--- src/hw/rtl/mdf_pkg.sv ---
// ----------------------------------------------------------------------------
// mdf_pkg
// shared constants, codes and the command struct of the modular divider
// ----------------------------------------------------------------------------
package mdf_pkg;

  typedef logic [29:0] res_t;

  // prime modulus and fermat exponent
  localparam res_t Modulus  = 30'd998244353;
  localparam res_t Exponent = Modulus - 30'd2;
  localparam logic [4:0] LastBit = 5'd29;

  // barrett constant floor(2^60 / modulus), below 2^31 for a 30-bit modulus
  localparam logic [63:0] MuFull    = 64'h1000_0000_0000_0000 / {34'd0, Modulus};
  localparam logic [30:0] BarrettMu = MuFull[30:0];

  // which modular product is running
  localparam logic [1:0] OP_SQ  = 2'd0;  // sq  <= sq * sq
  localparam logic [1:0] OP_ACC = 2'd1;  // acc <= acc * sq
  localparam logic [1:0] OP_FIN = 2'd2;  // quotient <= num * acc

  // steps of one modular product on the shared multiplier
  localparam logic [2:0] STEP_IDLE = 3'd0;
  localparam logic [2:0] STEP_MUL  = 3'd1;  // full product
  localparam logic [2:0] STEP_QUO  = 3'd2;  // barrett quotient estimate
  localparam logic [2:0] STEP_QM   = 3'd3;  // estimate times modulus
  localparam logic [2:0] STEP_SUB  = 3'd4;  // raw remainder
  localparam logic [2:0] STEP_FIX  = 3'd5;  // final correction and write back

  typedef struct packed {
    logic       load;
    logic [1:0] op;
    logic [2:0] step;
  } cmd_t;

endpackage

--- src/hw/rtl/mdf_datapath.sv ---
// ----------------------------------------------------------------------------
// mdf_datapath
// operand registers, shared multiplier and barrett reduction
// ----------------------------------------------------------------------------
module mdf_datapath
  import mdf_pkg::*;
(
  input  logic        clk_i,
  input  logic        rst_ni,
  input  cmd_t        cmd_i,
  input  res_t        dividend_i,
  input  res_t        divisor_i,
  output res_t        quotient_o
);

  res_t        num_q, num_d;
  res_t        acc_q, acc_d;
  res_t        sq_q, sq_d;
  res_t        quo_q, quo_d;
  logic [59:0] prod_q, prod_d;
  logic [30:0] est_q, est_d;
  logic [31:0] qm_q, qm_d;
  logic [31:0] rem_q, rem_d;

  logic [31:0] mul_a, mul_b;
  logic [63:0] mul_p;
  logic [30:0] red_num, red_den;
  logic [32:0] sub1, sub2;
  res_t        fixed;
  res_t        opa, opb;

  // inputs are below 2^30 < 2 * modulus, one subtract reduces them
  assign red_num = {1'b0, dividend_i} - {1'b0, Modulus};
  assign red_den = {1'b0, divisor_i} - {1'b0, Modulus};

  always_comb begin
    unique case (cmd_i.op)
      OP_SQ:   begin opa = sq_q;  opb = sq_q; end
      OP_ACC:  begin opa = acc_q; opb = sq_q; end
      OP_FIN:  begin opa = num_q; opb = acc_q; end
      default: begin opa = sq_q;  opb = sq_q; end
    endcase
  end

  // one shared multiplier, operands picked by step
  always_comb begin
    unique case (cmd_i.step)
      STEP_QUO: begin
        mul_a = {1'b0, prod_q[59:29]};
        mul_b = {1'b0, BarrettMu};
      end
      STEP_QM: begin
        mul_a = {1'b0, est_q};
        mul_b = {2'b0, Modulus};
      end
      default: begin
        mul_a = {2'b0, opa};
        mul_b = {2'b0, opb};
      end
    endcase
  end

  assign mul_p = {32'd0, mul_a} * {32'd0, mul_b};

  // barrett remainder is below 3 * modulus
  assign sub1 = {1'b0, rem_q} - {3'b0, Modulus};
  assign sub2 = {1'b0, rem_q} - {2'b0, Modulus, 1'b0};

  always_comb begin
    if (!sub2[32]) begin
      fixed = sub2[29:0];
    end else if (!sub1[32]) begin
      fixed = sub1[29:0];
    end else begin
      fixed = rem_q[29:0];
    end
  end

  always_comb begin
    num_d  = num_q;
    acc_d  = acc_q;
    sq_d   = sq_q;
    quo_d  = quo_q;
    prod_d = prod_q;
    est_d  = est_q;
    qm_d   = qm_q;
    rem_d  = rem_q;
    if (cmd_i.load) begin
      num_d = red_num[30] ? dividend_i : red_num[29:0];
      sq_d  = red_den[30] ? divisor_i  : red_den[29:0];
      acc_d = 30'd1;
    end
    unique case (cmd_i.step)
      STEP_MUL: prod_d = mul_p[59:0];
      STEP_QUO: est_d  = mul_p[61:31];
      STEP_QM:  qm_d   = mul_p[31:0];
      STEP_SUB: rem_d  = prod_q[31:0] - qm_q;
      STEP_FIX: begin
        unique case (cmd_i.op)
          OP_SQ:   sq_d  = fixed;
          OP_ACC:  acc_d = fixed;
          OP_FIN:  quo_d = fixed;
          default: sq_d  = sq_q;
        endcase
      end
      default: begin
        prod_d = prod_q;
      end
    endcase
  end

  always_ff @(posedge clk_i or negedge rst_ni) begin
    if (!rst_ni) begin
      num_q  <= '0;
      acc_q  <= '0;
      sq_q   <= '0;
      quo_q  <= '0;
      prod_q <= '0;
      est_q  <= '0;
      qm_q   <= '0;
      rem_q  <= '0;
    end else begin
      num_q  <= num_d;
      acc_q  <= acc_d;
      sq_q   <= sq_d;
      quo_q  <= quo_d;
      prod_q <= prod_d;
      est_q  <= est_d;
      qm_q   <= qm_d;
      rem_q  <= rem_d;
    end
  end

  assign quotient_o = quo_q;

endmodule

--- src/hw/rtl/mdf_ctrl.sv ---
// ----------------------------------------------------------------------------
// mdf_ctrl
// sequencer for square-and-multiply and the request and result handshakes
// ----------------------------------------------------------------------------
module mdf_ctrl
  import mdf_pkg::*;
(
  input  logic clk_i,
  input  logic rst_ni,
  input  logic in_valid_i,
  output logic in_ready_o,
  output logic out_valid_o,
  input  logic out_ready_i,
  output cmd_t cmd_o
);

  localparam logic ST_IDLE = 1'b0;
  localparam logic ST_RUN  = 1'b1;

  logic       state_q, state_d;
  logic [2:0] step_q, step_d;
  logic [1:0] op_q, op_d;
  logic [4:0] bit_q, bit_d;
  logic       valid_q, valid_d;
  logic       accept, stall;
  logic [4:0] bit_nxt;

  // product to run when a new exponent bit starts
  function automatic logic [1:0] pick_op(input logic [4:0] idx);
    logic [1:0] op;
    if (Exponent[idx]) begin
      op = OP_ACC;
    end else if (idx == LastBit) begin
      op = OP_FIN;
    end else begin
      op = OP_SQ;
    end
    return op;
  endfunction

  assign in_ready_o = (state_q == ST_IDLE);
  assign accept     = in_valid_i && in_ready_o;
  // final write waits while the previous result is still held
  assign stall      = (step_q == STEP_FIX) && (op_q == OP_FIN) && valid_q && !out_ready_i;
  assign bit_nxt    = bit_q + 5'd1;

  always_comb begin
    state_d = state_q;
    step_d  = step_q;
    op_d    = op_q;
    bit_d   = bit_q;
    valid_d = valid_q;
    if (valid_q && out_ready_i) begin
      valid_d = 1'b0;
    end
    unique case (state_q)
      ST_IDLE: begin
        if (accept) begin
          state_d = ST_RUN;
          step_d  = STEP_MUL;
          bit_d   = 5'd0;
          op_d    = pick_op(5'd0);
        end
      end
      ST_RUN: begin
        if (step_q != STEP_FIX) begin
          step_d = step_q + 3'd1;
        end else if (!stall) begin
          step_d = STEP_MUL;
          unique case (op_q)
            OP_ACC: op_d = (bit_q == LastBit) ? OP_FIN : OP_SQ;
            OP_SQ: begin
              bit_d = bit_nxt;
              op_d  = pick_op(bit_nxt);
            end
            default: begin
              state_d = ST_IDLE;
              step_d  = STEP_IDLE;
              valid_d = 1'b1;
            end
          endcase
        end
      end
      default: state_d = ST_IDLE;
    endcase
  end

  always_ff @(posedge clk_i or negedge rst_ni) begin
    if (!rst_ni) begin
      state_q <= ST_IDLE;
      step_q  <= STEP_IDLE;
      op_q    <= OP_SQ;
      bit_q   <= 5'd0;
      valid_q <= 1'b0;
    end else begin
      state_q <= state_d;
      step_q  <= step_d;
      op_q    <= op_d;
      bit_q   <= bit_d;
      valid_q <= valid_d;
    end
  end

  assign out_valid_o = valid_q;
  assign cmd_o.load  = accept;
  assign cmd_o.op    = op_q;
  assign cmd_o.step  = ((state_q == ST_RUN) && !stall) ? step_q : STEP_IDLE;

endmodule

--- src/hw/rtl/modular_division_fermat.sv ---
// ----------------------------------------------------------------------------
// modular_division_fermat
// sequence: each request runs 58 modular products (29 squarings,
//   28 exponent-bit multiplies, one final multiply by the dividend) in turn
//   on one shared 32x32 multiplier
// requests: a new one is taken only once the previous products are done;
//   the final write also waits while an earlier result is still held
// reset: asynchronous active-low, clears the sequencer, output valid and datapath
// ----------------------------------------------------------------------------
module modular_division_fermat
  import mdf_pkg::*;
(
  input  logic        clk_i,
  input  logic        rst_ni,
  input  logic        in_valid_i,
  output logic        in_ready_o,
  input  logic [29:0] dividend_i,
  input  logic [29:0] divisor_i,
  output logic        out_valid_o,
  input  logic        out_ready_i,
  output logic [29:0] quotient_o
);

  // quotient = dividend * divisor^(modulus - 2) mod modulus
  // exponent bits are scanned from the lsb; each bit multiplies the running
  // product by the current square when set, then squares (not after the top bit)
  // each modular product: full product, barrett estimate, estimate * modulus,
  // subtract, then at most two corrective subtracts in one select
  // a zero divisor falls through naturally to a zero quotient

  cmd_t cmd;

  // sequencer: exponent bit counter, product step and the result handshake
  mdf_ctrl u_ctrl (
    .clk_i       (clk_i),
    .rst_ni      (rst_ni),
    .in_valid_i  (in_valid_i),
    .in_ready_o  (in_ready_o),
    .out_valid_o (out_valid_o),
    .out_ready_i (out_ready_i),
    .cmd_o       (cmd)
  );

  // operands, multiplier and reduction; the result register stays apart from
  // the working registers so a new request can start while it waits
  mdf_datapath u_datapath (
    .clk_i      (clk_i),
    .rst_ni     (rst_ni),
    .cmd_i      (cmd),
    .dividend_i (dividend_i),
    .divisor_i  (divisor_i),
    .quotient_o (quotient_o)
  );

endmodule

--- config.mk ---
export PLATFORM = sky130hd
export DESIGN_NAME = modular_division_fermat
export DESIGN_NICKNAME = d
export VERILOG_FILES = /design/src/hw/rtl/mdf_pkg.sv /design/src/hw/rtl/mdf_datapath.sv /design/src/hw/rtl/mdf_ctrl.sv /design/src/hw/rtl/modular_division_fermat.sv
export SDC_FILE = /design/constraint.sdc
export NUM_CORES = 2
export LEC_CHECK = 0
export BUFFER_PORTS_ARGS = -buffer_cell sky130_fd_sc_hd__buf_2
export CELL_PAD_IN_SITES_DETAIL_PLACEMENT = 1
export CELL_PAD_IN_SITES_GLOBAL_PLACEMENT = 1
export CORE_ASPECT_RATIO = 1.25
export CORE_MARGIN = 2
export CORE_UTILIZATION = 51
export DETAILED_ROUTE_END_ITERATION = 10
export PLACE_DENSITY_LB_ADDON = 0.1
export SYNTH_ARGS = -nofsm -noshare
export SYNTH_HDL_FRONTEND = slang
export SYNTH_SLANG_ARGS = --single-unit
--- constraint.sdc ---
create_clock -name clk_i -period 10.24 [get_ports clk_i]
set_input_delay 0.512 -clock clk_i [delete_from_list [all_inputs] [get_ports clk_i]]
set_output_delay 0.512 -clock clk_i [all_outputs]
set_load 0.02 [all_outputs]
After elaboration in Yosys (flattened, before gate mapping)
Memories as Yosys holds them, arrays and structs flattened.
Cells that the tools add are included.
Widths: inputs -> output; s select.
- bits in read-only memories: 32
- flip-flop bits (word level): 287
- latch bits: 0
- memories: 1
- bits in writable memories: 0
- memories (memory ; words ; width ; rd ports ; clocked after Yosys merged registers in ; write ports ; line ; RTL):
    (name not given) ; 32 ; 1 ; 1 ; 0 ; 0 ; mdf_ctrl.sv:31 ; if (Exponent[idx]) begin
- shift operators: 0
- $add $sub $neg: 7
- order comparisons: 1
- div/mod/pow operators: 0
- bitwise operators: 1
- eq/ne operators: 18
- muxes and demuxes: 44
- reduce and logical (&&, ||, !) cells: 15
- multiply operators: 1
- operator list (kind ; count):
    $mux 30 ; 10
    $pmux 31 s2 ; 2
    $pmux 30 s2 ; 2
    $mul 31x31->62 ; 1
    $sub 30x30->31 const B ; 2
    $sub 32x30->33 const B ; 1
    $sub 32x31->33 const B ; 1
    $sub 32x32->32 ; 1
    $mux 5 ; 4
    $mux 2 ; 6
    $mux 3 ; 4
    $ne 3x3->1 const B ; 4
    $mux 1 ; 11
    $eq 5x5->1 const B ; 2
    $pmux 5 s2 ; 1
    $eq 3x3->1 const B ; 3
    $ne 2x2->1 const B ; 4
    $pmux 2 s2 ; 2
    $reduce_and 4->1 ; 2
    $eq 3x2->1 const B ; 2
    $logic_and 1x1->1 ; 6
    $lt 5x6->1 const B ; 1
    $pmux 3 s2 ; 1
    $add 5x1->5 const B ; 1
    other kinds (10) ; 13

Depth between registers and ports, before layout
- word-level depth: 10
- depth in mapped cells: 37
- mapped depth without buffers: 33

Cells and area by module
Synthesis repeated with hierarchy kept, for this count alone.
- cells, all modules: 5482
- area total of the unflattened synthesis: 47211.5 µm²
- modules (own cells, without submodules) (module ; cells each ; area each (µm²) ; instances):
    mdf_datapath ; 5381 ; 46339.4 ; 1
    mdf_ctrl ; 101 ; 872.1 ; 1

Worst setup path before layout
Ideal clock, no wire load.
- path type: register to register
- start point: register u_ctrl.op_q[0]
- end point: register u_datapath.est_q[30]
- arrival time: 8.814 ns
- path slack: 1.291 ns
- cell stages (with the launch flop): 32
- data required time: 10.105 ns
- period minus slack after synthesis: 8.949 ns
- buffers on the path: 5
- setup time: 0.135 ns
- cells stage by stage: dfrtp_1 inv_1 ha_1 clkbuf_1 clkbuf_1 buf_1 mux2_2 nand2_1 clkbuf_1 nor2_1 fa_1 fa_1 fa_1 inv_1 fa_1 inv_1 fa_1 fa_1 fa_1 fa_1 ha_1 clkbuf_1 nand2_1 or3_1 or3_1 a211oi_1 nor3_1 o22a_1 o311ai_1 o221a_2 xnor2_1 o21ai_0
- longest elaborated chain between the ends: 10
- elaborated cells on any way between the ends: 15
- ends and longest elaborated chain (what ; line ; RTL):
    from (decl) ; mdf_ctrl.sv:22 ; logic [1:0] op_q, op_d;
    from (signal assigned) ; mdf_ctrl.sv:98 ; op_q <= op_d;
    $eq 2x2->1 ; mdf_datapath.sv:37, mdf_ctrl.sv:44 ;
    $logic_and 1x1->1 (3 in a row) ; mdf_ctrl.sv:44 ; assign stall = (step_q == STEP_FIX) && (op_q == OP_FIN) && valid_q && !out_ready_i;
    $logic_not 1->1 ; n/a ;
    $logic_and 1x1->1 ; mdf_ctrl.sv:107 ; assign cmd_o.step = ((state_q == ST_RUN) && !stall) ? step_q : STEP_IDLE;
    $mux 3 ; mdf_ctrl.sv:107 ;
    $eq 3x2->1 (on tied branches) ; mdf_datapath.sv:47, mdf_datapath.sv:93 ;
    $pmux 31 s2 ; mdf_datapath.sv:47 ; unique case (cmd_i.step)
    $mul 31x31->62 ; mdf_datapath.sv:63 ; assign mul_p = {32'd0, mul_a} * {32'd0, mul_b};
    to (signal assigned) ; mdf_datapath.sv:128 ; est_q <= est_d;
    to (decl) ; mdf_datapath.sv:21 ; logic [30:0] est_q, est_d;
Several ways; a longest one is shown, not always the timed one.
A chain may end at the register's enable or synchronous reset.

Final worst setup path
- start point: register u_ctrl.op_q[0]
- end point: register u_datapath.est_q[28]
Same word-level chain as after synthesis.

==> summary.md <==
| Metric | Value |
|---|---|
| CP most frequent cell | `fa_1` |
| Crit. End Element | `flip-flop` |
| # H-tree levels | `1` |
| Setup violators final | `0` |
| Mapped cell area | `between 40000 and 50000 sq um` |
| Via count | `39.2k` |
| Area grow syn2layout | `8.45%` |
| Flops & latches, synth | `287` |
| GR Util All Layers | `~40%` |
| Seq/Total Area, Yosys | `15.5%` |
| Vias in the first global route | `42.6k` |
| Met2 GRT Util | `between 60% and 70%` |
| CP arrival | `10.40 ns` |
| First-pass iteration count of the detailed router | `6` |
| Dominant synthesized flop cell | `dfrtp_1` |
| Num ports | `96` |
| Die H | `340 um` |
| CP Launch Type | `flip-flop` |
| GPL Wtd Cong | `~1.0` |
| GRT met1 Usage | `between 50% and 60%` |
| Post-synth EDFFs | `0` |
| Worst-Skew Late Latency | `0.63 ns` |
| First-pass GRT wire length | `275 mm` |
| Synth Instances | `approximately 5.3k` |
| Global route total overflow | `0` |
| Top-count cell post-synth | `inv_1` |
| Outcome | `complete, no violations` |
| Final Net Count | `6574` |
| TritonCTS clock tree | `done` |
| Post-DP HPWL | `between 150 and 200 mm` |
| Clock Sink Count | `287` |
| Die Span X | `273 um` |
| Crit-path slowest cell | `o21a_1` |
| Achievable clock frequency | `around 100 MHz` |
| Avg Vias per Cell | `5.95` |
| Relative slew margins | `28.2%` |
| Drt wl/cell | `27.8 um` |
| Ys Warns | `0` |
| Share of cells above drive strength 1 | `8.71%` |
| Initial antenna violation count | `5` |
| Minimum clock period | `9.97 ns` |
| Hold Vio Cnt, Final | `0` |
| DIE AREA | `between 90000 and 100000 sq um` |
| Setup tns final | `0 ns` |
| Clock Pin Slew Worst Setup and Hold Paths | `0.06 ns` |
| Post-synth ARST share | `100%` |
| DRT antenna net count | `0` |
| Row cnt | `123` |
| Worst-Margin Slew | `1.08 ns` |
| Total Wirelength | `183 mm` |
| CP max FO | `27` |
| Post-CTS Setup Inserts | `0` |
| Synth cell count leaders | `inv_1 (846), fa_1 (838), nand2_1 (796)` |
| Synth top area cells | `fa_1 (36%), dfrtp_1 (16%), ha_1 (8.1%)` |
| Core area | `89900 sq um` |
| Max Cap Viol | `0` |
| Initial Util | `51.4%` |
| Largest net degree at the start of global routing | `107` |
| Unrepaired setup endpoints after global routing | `false` |
| Initial drt markers | `3051` |
| Yosys cell types | `82` |
| Mean Syn Cell Area | `~8.7 sq um` |
| CTS buffer count | `30` |
| Yosys top cell area share | `36.3%` |
| Critical path class | `flip-flop to flip-flop` |
| Hold Crit Class | `input pin to flip-flop` |
| Max-slew violation count | `0` |
| Yosys top cell by area | `fa_1` |
| CP max stage delay | `0.68 ns` |
| Clk_skew | `~0.033 ns` |
| CTS root buffer | `clkbuf_16` |
| Busiest grt layer | `met2` |
| Final period utilization | `97.3%` |
| Drt drc | `0` |
| IO buf count | `95` |
| GRT met3 Usage | `approximately 6.3%` |
| Worst Path Required | `10.67 ns` |
| Max clock buf depth | `3` |
## registers in the layout (all words and copies together), names as in the netlist
register / flops
u_datapath.est_q: 31
u_datapath.rem_q: 32
u_datapath.sq_q: 30
u_ctrl.bit_q: 5
u_ctrl.state_q: 1
u_datapath.num_q: 30
u_datapath.prod_q: 60
u_datapath.quotient_o: 30
u_datapath.qm_q: 32
u_ctrl.out_valid_o: 1
u_datapath.acc_q: 30
u_ctrl.op_q: 2
u_ctrl.step_q: 3
## cells by family (layout without fill, tap and decap cells)
kind of cell / after synthesis / in the layout / synth area share, %
simple gates: 1720 / 1720 / 15.8
compound gates: 782 / 782 / 10.4
flops: 287 / 287 / 15.5
mux: 70 / 70 / 1.59
xor+xnor: 157 / 157 / 2.98
fa+ha+maj: 1138 / 1138 / 44.4
other cells: 2 / 16 / 0.0163
buf+inv: 1142 / 1227 / 9.30
## critical path: cells and delay by family, from the launching register on
kind	cells	cell delay (ns)
AO/OA/AOI/OAI	7	2.20
multiplexers	1	0.27
AND/OR/NAND/NOR	4	0.93
flip-flops	1	0.42
adder cells (fa/ha/maj)	10	4.77
buffers and inverters	7	1.16
## layer usage
layer  up-vias  part of all wire [%]
met5         -                 0.047
met4         8                   6.3
met3       471                   7.4
met2      1567                    47
met1     20400                    39
li1      16700                     -
## metrics by stage
| step | instances | utilization [%] | cell area, sq um | setup WS, ns | hold slack [ns] |
|---|---|---|---|---|---|
| final | 6584 | 55.7 | 50100 | 0.273 | 0.113 |
| after global routing | 6583 | 55.7 | 50100 | 0.0244 | 0.121 |
| after CTS | 6582 | 55.7 | 50000 | 0.0127 | 0.104 |
| after detailed placement | 6526 | 54.6 | 49000 | 0.0637 | 0.470 |
| after global placement | 6526 | 54.6 | 49000 | 0.295 | 0.459 |
| after floorplan | 5310 | - | 46200 | 1.29 | 0.216 |
## path summary, 6_finish.rpt
kind	startpoint	slack, ns	to	cells after the start
worst max-delay path	u_ctrl.op_q[0]$_DFFE_PN0P_	0.27	u_datapath.est_q[28]$_DFFE_PN0N_	29
worst min-delay path	out_ready_i	0.11	u_ctrl.out_valid_o$_DFF_PN0_	2
worst max register to register	u_ctrl.op_q[0]$_DFFE_PN0P_	0.27	u_datapath.est_q[28]$_DFFE_PN0N_	29
worst min register to register	u_datapath.quotient_o[7]$_DFFE_PN0P_	0.48	u_datapath.quotient_o[7]$_DFFE_PN0P_	2
max in group asynchronous	rst_ni	8.22	u_datapath.prod_q[32]$_DFFE_PN0N_	3
min in group asynchronous	rst_ni	0.49	u_datapath.quotient_o[27]$_DFFE_PN0P_	2
## final cells by class
type                       instances  area (sq um)
sequential                       287          7180
tap                             1187          1490
fill                           10600         39800
multi-input combinational       3881         35000
timing repair buffer             326          2300
inverter                         846          3180
clock inverter                    12           129
clock buffer                      43           870
antenna                            2          5.00
## placed cells by master (no fill, tap or decap), types with 17 or more instances in the layout
cell type  count
o211ai_1      29
and3_1        39
fa_1         838
o21ai_1       27
mux2i_1       43
a21o_1        67
xor2_1        56
a31oi_1       23
nand2b_1      23
nand2_1      791
xnor2_1      101
clkbuf_16     30
o21ai_0      287
a21oi_1      132
ha_1         298
nor3_1        45
nor2_1       575
nand3_1       85
o31ai_1       17
nor2b_1       20
o21a_1        36
dfrtp_1      286
mux2_2        27
inv_1        846
and2_1        26
buf_2         94
a22oi_1       33
buf_4        224
nand4_1       27
## repair_timing
item,4_1_cts,5_1_grt
endpoints found under the setup margin,1,25
gates cloned,0,0
pin swaps,0,0
hold buffers,1,0
endpoints found under the hold margin,80,0
gates resized for setup,1,9
Power is not shown: default switching activity piles up to over one toggle a cycle in this logic, so the estimate is an artifact.
